$ cat config.mk
export PLATFORM = sky130hd
export DESIGN_NAME = bis_fifo
export DESIGN_NICKNAME = d
export VERILOG_FILES = /design/src/rtl/core/bis_fifo.sv
export SDC_FILE = /design/constraint.sdc
export NUM_CORES = 1
export LEC_CHECK = 0
export BUFFER_PORTS_ARGS = -buffer_cell sky130_fd_sc_hd__buf_2
export CORE_MARGIN = 10
export CORE_UTILIZATION = 40
export CTS_CLUSTER_SIZE = 40
export DETAILED_ROUTE_END_ITERATION = 6
export GPL_ROUTABILITY_DRIVEN = 0
export PLACE_DENSITY_LB_ADDON = 0.12
export SYNTH_ARGS = -nofsm -noshare
export SYNTH_HDL_FRONTEND = slang
export SYNTH_SLANG_ARGS = --single-unit
$ cat constraint.sdc
create_clock -name clk_i -period 1.56 [get_ports clk_i]
set_input_delay 0.234 -clock clk_i [delete_from_list [all_inputs] [get_ports clk_i]]
set_output_delay 0.234 -clock clk_i [all_outputs]
set_load 0.02 [all_outputs]
$ cat src/rtl/core/bis_fifo.sv
// ---------------------------------------------------------------------------
// bis_fifo
// small register queue, head word shown while not empty
// ---------------------------------------------------------------------------
`default_nettype none

module bis_fifo #(
  parameter int unsigned WIDTH = 8,
  parameter int unsigned DEPTH = 4
) (
  input  wire logic             clk_i,
  input  wire logic             rst_ni,
  input  wire logic             push_i,
  input  wire logic [WIDTH-1:0] wdata_i,
  input  wire logic             pop_i,
  output logic      [WIDTH-1:0] rdata_o,
  output logic                  empty_o,
  output logic                  full_o
);

  localparam int unsigned PW   = (DEPTH > 1) ? $clog2(DEPTH) : 1;
  localparam int unsigned CNTW = $clog2(DEPTH + 1);

  logic [WIDTH-1:0] mem_q [DEPTH];
  logic [PW-1:0]    wr_ptr_q, rd_ptr_q;
  logic [CNTW-1:0]  cnt_q;

  always_ff @(posedge clk_i) begin
    if (push_i) begin
      mem_q[wr_ptr_q] <= wdata_i;
    end
  end

  always_ff @(posedge clk_i or negedge rst_ni) begin
    if (!rst_ni) begin
      wr_ptr_q <= '0;
      rd_ptr_q <= '0;
      cnt_q    <= '0;
    end else begin
      if (push_i) begin
        wr_ptr_q <= (wr_ptr_q == PW'(DEPTH - 1)) ? '0 : wr_ptr_q + 1'b1;
      end
      if (pop_i) begin
        rd_ptr_q <= (rd_ptr_q == PW'(DEPTH - 1)) ? '0 : rd_ptr_q + 1'b1;
      end
      if (push_i && !pop_i) begin
        cnt_q <= cnt_q + 1'b1;
      end else if (pop_i && !push_i) begin
        cnt_q <= cnt_q - 1'b1;
      end
    end
  end

  assign rdata_o = mem_q[rd_ptr_q];
  assign empty_o = (cnt_q == '0);
  assign full_o  = (cnt_q == CNTW'(DEPTH));

endmodule

`default_nettype wire

; Word-level counts from Yosys, hierarchy flattened
; Memory sizes are Yosys's and may differ from the RTL's.
; Index checks and enable logic that the tools add are counted.
[totals]
reg_bits = 7
ramBits = 32
in_bits = 12
memories = 1
[memory_table]
columns = name, words, width, read_ports, rd_ports_with_merged_regs, wr, line_no
row1 = mem_q, 4, 8, 1, 0, 1, 24  ; logic [WIDTH-1:0] mem_q [DEPTH];
[op_classes]
addsub = 4
eq_ne = 3
muxes = 6
n_reduce_logical = 6
[op_table]
columns = operator, n
row1 = $mux 3, 2
row2 = $add 2x1->2 const B, 2
row3 = $eq 2x2->1 const B, 2
row4 = $mux 2, 2
row5 = $add 3x1->3 const B, 1
row6 = $eq 3x3->1 const B, 1
row7 = $logic_not 3->1, 1
row8 = $sub 3x1->3 const B, 1
row9 = $logic_and 1x1->1, 2
row10 = $logic_not 1->1, 2
row11 = $mux 1, 2
row12 = $reduce_bool 2->1, 1

; Longest topological paths before layout
[depth]
depth_word = 4
mapped_depth = 7
mapped_depth_nobuf = 7

; Worst setup path after synthesis
; Ideal clock, no wire load.
[synth_timing]
kind = input-to-reg
start = in pop_i
end = reg cnt_q[2]
setup_ns = 0.079
t_arrival_ns = 1.263
required_ns = 1.481
setup_slack_ns = 0.218
path_stages = 7
cell_sequence = inv_1 -> ha_1 -> inv_1 -> fa_1 -> xor2_1 -> nor2_1 -> xor2_1
[synth_via]
elab_chain_len = 3
[synth_rtl]
columns = element, line_no
row1 = "start, declared", 15  ; input wire logic pop_i,
row2 = $logic_not 1->1, 46  ; if (push_i && !pop_i) begin
row3 = $logic_and 1x1->1, 46
row4 = $mux 3 or $reduce_bool 2->1 (tied branches), -
row5 = "end signal, assigned", 47  ; cnt_q <= cnt_q + 1'b1;
row6 = "end signal, assigned", 49  ; cnt_q <= cnt_q - 1'b1;
row7 = "end, declared", 26  ; logic [CNTW-1:0] cnt_q;
; Several ways; a longest one is shown, not always the timed one.
; A chain may end at the register's enable or synchronous reset.

; Final worst setup path
[layout_timing]
start = reg rd_ptr_q[0]
end = out rdata_o[0]
[layout_via]
elab_chain_len = 1
[layout_rtl]
columns = element, line_no
row1 = "start, declared", 25  ; logic [PW-1:0] wr_ptr_q, rd_ptr_q;
row2 = "start signal, assigned", 44  ; rd_ptr_q <= (rd_ptr_q == PW'(DEPTH - 1)) ? '0 : rd_ptr_q + 1'b1;
row3 = $mem_v2 4x8, -
row4 = "end, declared", 16  ; output logic [WIDTH-1:0] rdata_o,
; Every way passes these cells.

==> key figures <==
Synthesis
  • EDFF count, synth: 32
  • Leading cell types by total area after synthesis: edfxtp_1 61%, mux4_2 11%, dfrtp_1 11%, ha_1 4.8%, and2_1 1.6%
  • Yosys warns: 0
  • Cell with the most instances after synthesis: edfxtp_1
  • Synth top area share: 0.613
  • Leading area contributor after synthesis: edfxtp_1
  • Synth Cell Area: 0.00157 mm^2
  • Post-synthesis sequential area ratio: 0.725
  • Seq cells post-synth: 39
  • Cells after synthesis: slightly below 80
  • Main synth FF type: edfxtp_1
  • Post-synth ARST share: 0.179
  • Count of cell types in the netlist: 18
  • Syn_nets: 98
  • Syn avg cell area: 19.8 um^2
  • Synth top cells by count: 32 x edfxtp_1, 8 x mux4_2, 7 x dfrtp_1, 6 x ha_1

Detailed routing
  • DRC: 0
  • Antenna viol nets, final: 0
  • Vias per inst: 4.73
  • Drt wl/cell: 16.8 um
  • Via count: around 760
  • Post-Route WL: about 2.7 mm
  • Drt first-iter violations: 46
  • Pre-antenna DRT Iters: 4

Setup path
  • Req. time, crit path: 1.33 ns
  • Setup crit start kind: register
  • Critical path type: reg2out
  • Worst Path Arrival: 1.51 ns
  • Worst reg-to-reg setup slack: 0.18 ns
  • Worst setup startpoint: rd_ptr_q[0]
  • CP max FO: 11
  • Worst setup endpoint: rdata_o[0]
  • Worst r2r path cells: 4
  • RR Startpoint: cnt_q[0]
  • Crit Reg-Reg Endpoint: cnt_q[2]
  • CP Capture Type: output port

Timing
  • Slew headroom: 0.711
  • Fin crit period: 1.74 ns
  • Setup slack after layout: -0.182 ns
  • Final Hold Viols: 0
  • Slew @ Worst Pin: 0.434 ns
  • Final Slew Violations: 0
  • Fin Setup TNS: -1.26 ns
  • Clk_skew: 0.00368 ns
  • Peak Freq: 574 MHz
  • Final setup vio count: 8
  • RSZ-0062 raised after global routing: true
  • Period utilisation layout: 1.12

Power and ir drop
  • Sw Share: 0.309
  • Int Power: between 0.002 and 0.0025 W
  • Total power: between 0.003 and 0.004 W
  • Power per cell area: 1810 mW/mm^2
  • Clock power share: 0.234
  • Lkg Pwr: approximately 0.73 nW
  • Flop pwr share: 0.444
  • Comb pwr share: 0.322
  • VDD IR max: 0.751 mV
  • Net Sw Power: 0.00106 W

Floorplanning
  • I/O pin count: 22
  • Die area: about 0.007 mm^2
  • Die Width: 82.6 um
  • Die H: just over 80 um
  • Standard-cell row count: 22
  • Core area: 0.00372 mm^2
  • Initial Util: 0.422

Cells and area
  • Share of cells above drive strength 1: 0.398
  • Final #Nets: 131
  • Antenna cells: 0
  • Layout area overhead: 21.1%
  • Number of fill cells: 321

Status
  • Violations in the final reports: setup timing
  • Status: finished, violations left

Job
  • Max Cap Viol: 0

Placed design
  • Post-DP HPWL: 1.85 mm
  • Setup WS pre-CTS: -0.0382 ns
  • Number of I/O port buffers: 21

CTS
  • Sink Count: 39
  • CTS Buf Count: 5
  • Clk Latency, worst-skew pair: 0.29 ns
  • Clock Tree Root: clkbuf_8
  • Clock buffer depth: 2
  • H-tree levels: 2
  • TritonCTS clock tree: yes
  • Worst-path clk slew: 0.07 ns

Hold path
  • Hold Crit Class: in2reg
  • Hold Crit Start: wdata_i[4]

Global routing
  • Initial antenna violation count: 0
  • Largest net degree at the start of global routing: 13
  • GRT overflow: 0
  • Vias in the first global route: approximately 830
  • First-pass GRT wire length: ~4.1 mm
  • GR Util All Layers: 0.0865
through the flow:
| stage | util | instances | instance area, um^2 | hold WS [ns] |
|---|---|---|---|---|
| floorplan | - | 79 | 1570 | -0.0616 |
| global placement | 0.477 | 152 | 1770 | 0.0745 |
| detailed placement | 0.477 | 152 | 1770 | 0.0798 |
| CTS | 0.509 | 161 | 1890 | 0.155 |
| global route | 0.511 | 161 | 1900 | 0.153 |
| finish | 0.511 | 161 | 1900 | 0.161 |
per-layer routing:
layer / part of all wire / GRT usage / up-vias
li1: - / - / 365
met1: 0.43 / 0.0987 / 371
met2: 0.50 / 0.138 / 20
met3: 0.062 / 0.0367 / 6
met4: 0.016 / 0.0401 / 0
met5: 0 / 0 / -
cell type report:
type	count	area, um^2	share of cell area
inverters	4	15.0	0.00791
multi-input cells	34	400	0.211
clock buffers	5	68.8	0.0363
clock inverters	3	38.8	0.0204
repair buffers	28	179	0.0943
well taps	48	60.1	0.0316
flip-flops and latches	39	1140	0.599
cell families after synthesis:
group / synth area share
AO/OA/AOI/OAI: 0.0120
XOR/XNOR: 0.0168
adder cells (fa/ha/maj): 0.0607
buffers and inverters: 0.0199
flip-flops: 0.725
multiplexers: 0.129
AND/OR/NAND/NOR: 0.0367
state kept, by name, summed over array words and instances, names as in the netlist:
name,flops
cnt_q,3
mem_q,32
rd_ptr_q,2
wr_ptr_q,2
placed cells by master (no fill, tap or decap), types with 2 or more instances in the layout:
master,instances
nor3_1,2
nor2_1,2
clkbuf_8,5
o21ai_0,2
inv_1,4
edfxtp_1,32
ha_1,6
mux2_2,2
buf_2,20
buf_4,5
nand2_1,2
dfrtp_1,7
and2_1,4
xor2_1,2
mux4_2,8
power by group through the flow:
stage	combinational [W]	clock [W]	sequential, W
2_1_floorplan	0.000793	0	0.00147
3_3_place_gp	0.00108	0	0.00154
3_5_place_dp	0.00111	0	0.00156
4_1_cts	0.00112	0.000822	0.00154
5_1_grt	0.00122	0.000875	0.00156
6_report	0.00111	0.000805	0.00153
worst min path at each step:
| stage | endpoint | slack, ns | cells past startpoint |
|---|---|---|---|
| after CTS | mem_q[2][4] | 0.15 | 1 |
| after detailed placement | rd_ptr_q[0] | 0.08 | 1 |
| final | mem_q[2][4] | 0.16 | 1 |
| after global routing | mem_q[2][3] | 0.15 | 1 |
| after floorplan | cnt_q[0] | -0.06 | 0 |
| after global placement | rd_ptr_q[1] | 0.07 | 1 |
timing repair:
action / 4_1_cts / 5_1_grt
resized for setup: 0 / 2
setup buffers: 0 / 0
endpoints found under the setup margin: 8 / 8
hold buffers: 1 / 0
hold endpoints to repair: 7 / 0
worst max-delay path, stage by stage, from the launching register on:
cell     delay (ns)
dfrtp_1        0.37
buf_12         0.16
mux4_2         0.51
buf_2          0.18
(Power assumes the default switching activity.)
