==> src/rtl/core/bis_pkg.sv <==
// ---------------------------------------------------------------------------
// bis_pkg
// shared widths, command word and state types of the bilinear image scaler
// ---------------------------------------------------------------------------
`default_nettype none

package bis_pkg;

  // port field widths
  localparam int unsigned CMD_W      = 1;
  localparam int unsigned ADDR_W     = 12;
  localparam int unsigned PIX_W      = 32;
  localparam int unsigned COORD_W    = 10;
  localparam int unsigned DIM_W      = 7;
  localparam int unsigned SCALE_W    = 24;
  localparam int unsigned CFG_IDX_W  = 2;
  localparam int unsigned CFG_DATA_W = 24;
  localparam int unsigned CH_W       = 8;
  localparam int unsigned NUM_CH     = 4;
  localparam int unsigned NUM_NB     = 4;
  localparam int unsigned PROD_W     = COORD_W + SCALE_W;

  // queue word fields, sized for the largest supported image and fraction
  localparam int unsigned ADDR_MAX_W = 20;
  localparam int unsigned COL_MAX_W  = 10;
  localparam int unsigned DIM_MAX_W  = 11;
  localparam int unsigned FRAC_MAX_W = 24;

  localparam logic CMD_WRITE  = 1'b0;
  localparam logic CMD_SAMPLE = 1'b1;

  typedef enum logic [CFG_IDX_W-1:0] {
    CFG_SRC_WIDTH  = 2'd0,
    CFG_SRC_HEIGHT = 2'd1,
    CFG_INV_SCALE  = 2'd2
  } cfg_idx_e;

  // one queue word: a pixel write or a classified sample
  typedef struct packed {
    logic                  is_wr;
    logic [ADDR_MAX_W-1:0] addr;   // write address, or row base of a sample
    logic [PIX_W-1:0]      data;
    logic [COL_MAX_W-1:0]  col;
    logic [DIM_MAX_W-1:0]  dim;    // effective width
    logic [NUM_NB-1:0]     inb;    // neighbor inside image: tl, tr, bl, br
    logic [FRAC_MAX_W-1:0] fx;
    logic [FRAC_MAX_W-1:0] fy;
  } cmd_t;

  typedef enum logic {
    BK_IDLE,
    BK_READ
  } bk_state_e;

endpackage

`default_nettype wire

==> src/rtl/core/bis_front.sv <==
// ---------------------------------------------------------------------------
// bis_front
// accepts words, scales coordinates and classifies neighbors for the queue
// ---------------------------------------------------------------------------
`default_nettype none

module bis_front #(
  parameter int unsigned MAX_WIDTH  = 64,
  parameter int unsigned MAX_HEIGHT = 64,
  parameter int unsigned FRAC_BITS  = 16
) (
  input  wire logic                           clk_i,
  input  wire logic                           rst_ni,
  input  wire logic                           in_valid_i,
  output logic                                in_ready_o,
  input  wire logic [bis_pkg::CMD_W-1:0]      command_i,
  input  wire logic [bis_pkg::ADDR_W-1:0]     pixel_address_i,
  input  wire logic [bis_pkg::PIX_W-1:0]      pixel_value_i,
  input  wire logic [bis_pkg::COORD_W-1:0]    dest_x_i,
  input  wire logic [bis_pkg::COORD_W-1:0]    dest_y_i,
  input  wire logic [bis_pkg::DIM_W-1:0]      src_width_i,
  input  wire logic [bis_pkg::DIM_W-1:0]      src_height_i,
  input  wire logic [bis_pkg::SCALE_W-1:0]    inv_scale_i,
  output logic                                q_push_o,
  output bis_pkg::cmd_t                       q_data_o,
  input  wire logic                           q_full_i
);
  import bis_pkg::*;

  localparam int unsigned DEPTH = MAX_WIDTH * MAX_HEIGHT;
  localparam int unsigned AW    = $clog2(DEPTH);
  localparam int unsigned DW    = $clog2(MAX_WIDTH + 1);
  localparam int unsigned HW    = $clog2(MAX_HEIGHT + 1);
  localparam int unsigned CW    = $clog2(MAX_WIDTH);
  localparam int unsigned RW    = $clog2(MAX_HEIGHT);
  localparam int unsigned XW    = PROD_W - FRAC_BITS;

  // stage 1: accepted word and scaled coordinates
  logic                 s1_vld_q;
  logic                 s1_cmd_q;
  logic [ADDR_W-1:0]    s1_addr_q;
  logic [PIX_W-1:0]     s1_data_q;
  logic [PROD_W-1:0]    s1_px_q, s1_py_q;
  logic [PROD_W-1:0]    px_d, py_d;

  // stage 2: classified queue word
  logic                 s2_vld_q, s2_keep_q;
  cmd_t                 s2_q;
  cmd_t                 s2_d;
  logic                 s2_keep_d;

  logic                 s2_free, s1_free;
  logic [DW-1:0]        w_eff;
  logic [HW-1:0]        h_eff;
  logic [XW-1:0]        x0, y0;
  logic                 x0v, x1v, y0v, y1v;
  logic [RW+DW-1:0]     base_full;

  assign px_d = dest_x_i * inv_scale_i;
  assign py_d = dest_y_i * inv_scale_i;

  assign s2_free    = !s2_vld_q || !s2_keep_q || !q_full_i;
  assign s1_free    = !s1_vld_q || s2_free;
  assign in_ready_o = s1_free;

  // image size saturated at the store size
  assign w_eff = DW'((32'(src_width_i) > MAX_WIDTH) ? MAX_WIDTH : 32'(src_width_i));
  assign h_eff = HW'((32'(src_height_i) > MAX_HEIGHT) ? MAX_HEIGHT : 32'(src_height_i));

  assign x0  = s1_px_q[PROD_W-1:FRAC_BITS];
  assign y0  = s1_py_q[PROD_W-1:FRAC_BITS];
  assign x0v = {1'b0, x0} < (XW+1)'(w_eff);
  assign x1v = ((XW+1)'(x0) + 1'b1) < (XW+1)'(w_eff);
  assign y0v = {1'b0, y0} < (XW+1)'(h_eff);
  assign y1v = ((XW+1)'(y0) + 1'b1) < (XW+1)'(h_eff);
  assign base_full = y0[RW-1:0] * w_eff;

  always_comb begin
    s2_d       = '0;
    s2_d.is_wr = (s1_cmd_q == CMD_WRITE);
    s2_d.data  = s1_data_q;
    s2_d.col   = COL_MAX_W'(x0[CW-1:0]);
    s2_d.dim   = DIM_MAX_W'(w_eff);
    s2_d.inb   = {x1v & y1v, x0v & y1v, x1v & y0v, x0v & y0v};
    s2_d.fx    = FRAC_MAX_W'(s1_px_q[FRAC_BITS-1:0]);
    s2_d.fy    = FRAC_MAX_W'(s1_py_q[FRAC_BITS-1:0]);
    if (s2_d.is_wr) begin
      s2_d.addr = ADDR_MAX_W'(s1_addr_q);
    end else begin
      s2_d.addr = ADDR_MAX_W'(AW'(base_full));
    end
    // writes beyond the store are dropped
    s2_keep_d = !s2_d.is_wr || (32'(s1_addr_q) < DEPTH);
  end

  always_ff @(posedge clk_i or negedge rst_ni) begin
    if (!rst_ni) begin
      s1_vld_q  <= 1'b0;
      s2_vld_q  <= 1'b0;
      s2_keep_q <= 1'b0;
    end else begin
      if (s1_free) begin
        s1_vld_q <= in_valid_i;
      end
      if (s2_free) begin
        s2_vld_q  <= s1_vld_q;
        s2_keep_q <= s2_keep_d;
      end
    end
  end

  always_ff @(posedge clk_i) begin
    if (in_valid_i && s1_free) begin
      s1_cmd_q  <= command_i;
      s1_addr_q <= pixel_address_i;
      s1_data_q <= pixel_value_i;
      s1_px_q   <= px_d;
      s1_py_q   <= py_d;
    end
    if (s1_vld_q && s2_free) begin
      s2_q <= s2_d;
    end
  end

  assign q_push_o = s2_vld_q && s2_keep_q && !q_full_i;
  assign q_data_o = s2_q;

endmodule

`default_nettype wire

==> config.mk <==
export PLATFORM = sky130hd
export DESIGN_NAME = bis_front
export DESIGN_NICKNAME = d
export VERILOG_FILES = /design/src/rtl/core/bis_pkg.sv /design/src/rtl/core/bis_front.sv
export SDC_FILE = /design/constraint.sdc
export NUM_CORES = 1
export LEC_CHECK = 0
export CAP_MARGIN = 20
export CORE_ASPECT_RATIO = 0.7
export CORE_UTILIZATION = 40
export CTS_BUF_LIST = sky130_fd_sc_hd__clkbuf_8
export CTS_CLUSTER_DIAMETER = 150
export DETAILED_ROUTE_END_ITERATION = 16
export DONT_BUFFER_PORTS = 1
export GPL_TIMING_DRIVEN = 0
export PLACE_DENSITY = 0.54
export SETUP_SLACK_MARGIN = 0.3
export SYNTH_ARGS = -nofsm -noshare
export SYNTH_HDL_FRONTEND = slang
export SYNTH_SLANG_ARGS = --single-unit
==> constraint.sdc <==
create_clock -name clk_i -period 11.78 [get_ports clk_i]
set_clock_uncertainty 0.1 [all_clocks]
set_input_delay 3.534 -clock clk_i [delete_from_list [all_inputs] [get_ports clk_i]]
set_output_delay 3.534 -clock clk_i [all_outputs]
set_load 0.005 [all_outputs]
# Word-level counts from Yosys, hierarchy flattened

Cells that the tools add are included.

Add/subtract/negate cells: 2
Multipliers: 3
Magnitude comparators: 6
Multiplexer cells: 3
Bitwise operators: 5
Reduce and logical (&&, ||, !) cells: 11

Operators with widths:

| operator                                                         | count |
|---|---|
| 10-bit by 24-bit multiplier with 34-bit output                   | 2 |
| 18-bit by 1-bit adder with 19-bit output (second input constant) | 2 |
| 19-bit by 7-bit < comparator with 1-bit output                   | 2 |
| 18-bit by 7-bit < comparator with 1-bit output                   | 2 |
| 7-bit > comparator (second input constant)                       | 2 |
| 7-bit 2-to-1 mux                                                 | 2 |
| 6-bit by 7-bit multiplier with 12-bit output                     | 1 |
| 12-bit 2-to-1 mux                                                | 1 |
| 1-bit AND                                                        | 4 |
| 1-bit logical AND                                                | 4 |
| 1-bit zero test                                                  | 4 |
| 1-bit logical OR                                                 | 3 |
| 1-bit NOT                                                        | 1 |

Flip-flop bits (word level): 218
Input port bits: 107
Output and inout port bits: 128
Logic and storage cells: 46

# Logic depth before layout (Yosys ltp)

Depth after elaboration: 5
Mapped depth: 22
Gate-level depth less buffers: 20

# Worst setup path before layout

No wires, ideal clock.

Kind: input to register
Start point: input port dest_x_i[3] in the netlist's numbering
End point: register s1_px_q[31], data pin
Setup time: 0.262 ns
Data arrival time: 8.353 ns
Data required time: 11.418 ns
Setup slack: 3.065 ns
Stages: 21
Buffers on the path: 1
Cells stage by stage: clkbuf_1 nand2_1 fa_1 inv_1 fa_1 inv_1 fa_1 inv_1 fa_1 inv_1 fa_1 inv_1 ha_1 a21oi_1 o21ai_0 a211oi_1 o31ai_2 o21ai_1 o311ai_1 o31ai_1 xnor2_1

Longest elaborated chain between the ends: 1

Ends and longest elaborated chain:

| item                                           | RTL line         | source |
|---|---|---|
| start: declaration                             | bis_front.sv:19  | `input wire logic [bis_pkg::COORD_W-1:0] dest_x_i,` |
| 10-bit by 24-bit multiplier with 34-bit output | bis_front.sv:59  | `assign px_d = dest_x_i * inv_scale_i;` |
| via px_d[31]                                   | bis_front.sv:44  | `logic [PROD_W-1:0] px_d, py_d;` |
| end signal: assignment                         | bis_front.sv:117 | `s1_px_q <= px_d;` |
| end: declaration                               | bis_front.sv:43  | `logic [PROD_W-1:0] s1_px_q, s1_py_q;` |

The timed path passes the listed nets, and every way through them passes these cells.
A chain may end at the register's enable or synchronous reset.

# Worst setup path in the final report

Start point: input port inv_scale_i[7] in the netlist's numbering
End point: register s1_py_q[31], data pin

Longest elaborated chain between the ends: 1

Ends and longest elaborated chain:

| item                                           | RTL line         | source |
|---|---|---|
| start: declaration                             | bis_front.sv:23  | `input wire logic [bis_pkg::SCALE_W-1:0] inv_scale_i,` |
| 10-bit by 24-bit multiplier with 34-bit output | bis_front.sv:60  | `assign py_d = dest_y_i * inv_scale_i;` |
| via py_d[31]                                   | bis_front.sv:44  |  |
| end signal: assignment                         | bis_front.sv:118 | `s1_py_q <= py_d;` |
| end: declaration                               | bis_front.sv:43  |  |

The timed path passes the listed nets, and every way through them passes these cells.

==> flow_summary.toml <==
[global_routing]
grt_use_met3_pct = 5.79
grt-busiest-layer = "met1"
overflow = 0
grt_pass1_vias = 16992
grt_pass1_wl_um = 95700
met1_usage_pct = 29.8
grt_usage_pct = 20.3
grt_max_degree = 65
met2_usage_pct = 29.3
antenna_found_initial = 3

[synthesis]
synth-seq-area-share_pct = 26.0
synthMuxAreaShare_pct = 0.688
synth_seq_cells = 210
yosys_warnings = 0
synthXorXnorAreaFrac_pct = 3.01
synthDistinctLibCells = 64
netlist_area_um2 = 24200
synthArstFlopShare_pct = 1.43
synth_top_family_by_area = "adder cells"
yosys.area_share.simple_pct = 15.4
ys.flop_type = "edfxtp_1"
synth-compound-area-share_pct = 6.37
synth_edf_count = 207
synthCells = 2357
synth_fa_ha_area_share_pct = 40.0
avgSynthCellArea_um2 = 10.3

[sta]
timing.setup.tns_ps = 0
max_slew_margin_pct = 31.6
finalWorstSetupSlack_ps = 2440
whs_ps = 269
fin_crit_sh_pct = 79.3
fmax_mhz = 107
post-route-min-period_ps = 9340
maxSlewViolCount = 0
rsz0062_at_grt = "false"
tightest_slew_ps = 1020
final_hold_viol_count = 0
setup_viol = 0

[detailed_routing]
ant_nets = 0
wirelength_um = 60400
routed_via_density = 5.06
route.detailed.drc = 0
wl_per_cell_um = 18.6
via_count = 16479
first_pass_iters = 6
initialDrtViolationCount = 1200

[placement]
post-dp-hpwl_um = 49300
dp_slack_ps = 1970
gp_congestion = 0.867
port_buffers = 0

[critical_path]
r2r_slack_ps = 7410
worstRegToRegCells = 15
cp-start-kind = "input port"
r2r-end = "q_data_o[115]"
worstReg2RegStart = "s1_py_q[18]"
crit_type = "in -> reg"
required_ps = 12040
crit_arrival_ps = 9600
crit_fanout = 10
worst_setup_path_end_kind = "flip-flop"

[power]
p_per_area_nw_per_um2 = 264
ir_drop_v = 0.000179
p_leak_nw = 12.1

[die]
die_w_um = 296
die_y_um = 208
design.core.area_um2 = 59000
fp-row-count = 74
initial_core_util_pct = 41.0
fp.dieArea_um2 = 61400
num_io_pins = 235

[min_path]
worst_hold_path.num_cells = 0
worstHoldStart = "s1_data_q[17]"
min_to = "q_data_o[90]"
worst_hold_path_type = "reg -> reg"

[clock_network]
cts_root_buf = "clkbuf_8"
cts_setup_buffers = 0
clk_path_buf_depth = 3
hold_buffers = 0
numCtsBuffers = 36
cts_tree = "built"
cts_max_level = 2
post_cts_resized = 0
clock-sinks = 210
insertion_delay_ps = 620
path_clk_slew_ps = 60

[layout]
drive_above_1_share_pct = 4.73
layout_common_cells = "inv_1, fa_1, nand2_1"
final-seq-area_um2 = 6290
fill_cells = 5680
area_growth_pct = 7.84
layout_commonest_cell = "inv_1"
nets = 3088
final_util_pct = 44.2
multi_input_area_um2 = 15900

[outcome]
outcome = "completed"

[flow_run]
drv_cap = 0
[flip-flops by register name, summed over array words and instances, names as in the netlist]
name,cells
s2_vld_q,1
s1_addr_q,12
s1_data_q,32
q_data_o,94
s1_cmd_q,1
s1_py_q,34
s1_vld_q,1
s1_px_q,34
s2_keep_q,1
[cells by family after synthesis]
group / Yosys count
DFF: 210
xor gates and xnor gates: 83
and+or+nand+nor: 742
buffers and inverters: 515
muxes: 15
adders and majority gates: 552
AOI/OAI and AO/OA: 238
other: 2
[layer usage]
layer | vias to the layer above | share of wire (%)
met5 | - | 0
li1 | 7567 | -
met4 | 0 | 1.8
met3 | 49 | 10
met2 | 527 | 43
met1 | 8336 | 46
[worst max-delay path by stage]
stage	slack (ps)	to	depth (start not counted)	from
after floorplan	3070	s1_px_q[31]	21	dest_x_i[3]
after global placement	1980	s1_px_q[33]	19	inv_scale_i[12]
after detailed placement	1970	s1_px_q[33]	19	inv_scale_i[11]
after CTS	2610	s1_px_q[33]	19	inv_scale_i[11]
after global routing	2240	s1_px_q[33]	19	inv_scale_i[11]
final	2440	s1_py_q[31]	20	inv_scale_i[7]
[synth_stat cells (3+ instances only)]
cell type | n | area, um2
nor3_1 | 12 | 60.1
buf_4 | 32 | 240
nor2b_1 | 16 | 100
a211o_1 | 3 | 26.3
ha_1 | 184 | 2300
a21boi_0 | 4 | 30.0
o22ai_1 | 3 | 18.8
and4_1 | 4 | 35.0
clkbuf_1 | 108 | 405
and3_1 | 12 | 75.1
o211ai_1 | 4 | 30.0
a31o_2 | 3 | 26.3
fa_1 | 368 | 7370
mux2_2 | 13 | 146
a211oi_1 | 8 | 60.1
buf_2 | 5 | 25.0
a21o_1 | 30 | 225
o21bai_1 | 13 | 97.6
o21a_1 | 9 | 67.6
nor4_1 | 5 | 31.3
or3_1 | 5 | 31.3
xnor2_1 | 56 | 490
nor2_1 | 42 | 158
nand2_1 | 316 | 1190
nand3_1 | 30 | 150
o31ai_1 | 4 | 30.0
edfxtp_1 | 207 | 6220
inv_1 | 369 | 1390
dfrtp_1 | 3 | 75.1
xor2_1 | 27 | 236
and2_1 | 274 | 1710
a21oi_1 | 75 | 375
a31oi_1 | 10 | 62.6
o21ai_0 | 45 | 225
nor3b_1 | 3 | 22.5
nand2b_1 | 8 | 50.1
nand4_1 | 11 | 68.8
[report_power, final]
part	internal [mW]	leakage, nW	total, mW	switching (mW)
Clock	0.331	0.375	0.652	0.320
Combinational	2.02	9.66	4.86	2.84
Sequential	1.26	2.06	1.39	0.123
[final cells by class]
cell class	instances	share of cell area (%)
tap	798	3.83
antenna	5	0.0480
timing repair buffer	3	0.288
sequential	210	24.1
clock buffer	39	2.06
multi-input combinational	1663	61.2
buffer	146	2.59
clock inverter	25	0.576
inverter	369	5.31
[critical path, stage by stage]
cell and delay [ps]:
clkbuf_1 540, nand2_1 170, fa_1 560, inv_1 50
fa_1 500, inv_1 60, fa_1 520, inv_1 50
fa_1 470, inv_1 50, fa_1 470, inv_1 40
ha_1 320, a21oi_1 190, a21bo_2 270, a21oi_1 570
a31oi_1 280, o21ai_0 630, mux2i_1 250, a211oi_1 60
[through the flow]
| stage | cells | cell area [um2] | total power [mW] |
|---|---|---|---|
| 6_report | 3258 | 26100 | 6.89 |
| 2_1_floorplan | 2388 | 24300 | 5.15 |
| 5_1_grt | 3253 | 26100 | 7.70 |
| 4_1_cts | 3253 | 26100 | 6.94 |
| 3_3_place_gp | 3186 | 25300 | 6.16 |
| 3_5_place_dp | 3189 | 25400 | 6.23 |
No activity file was read; power rests on OpenSTA's default activity.
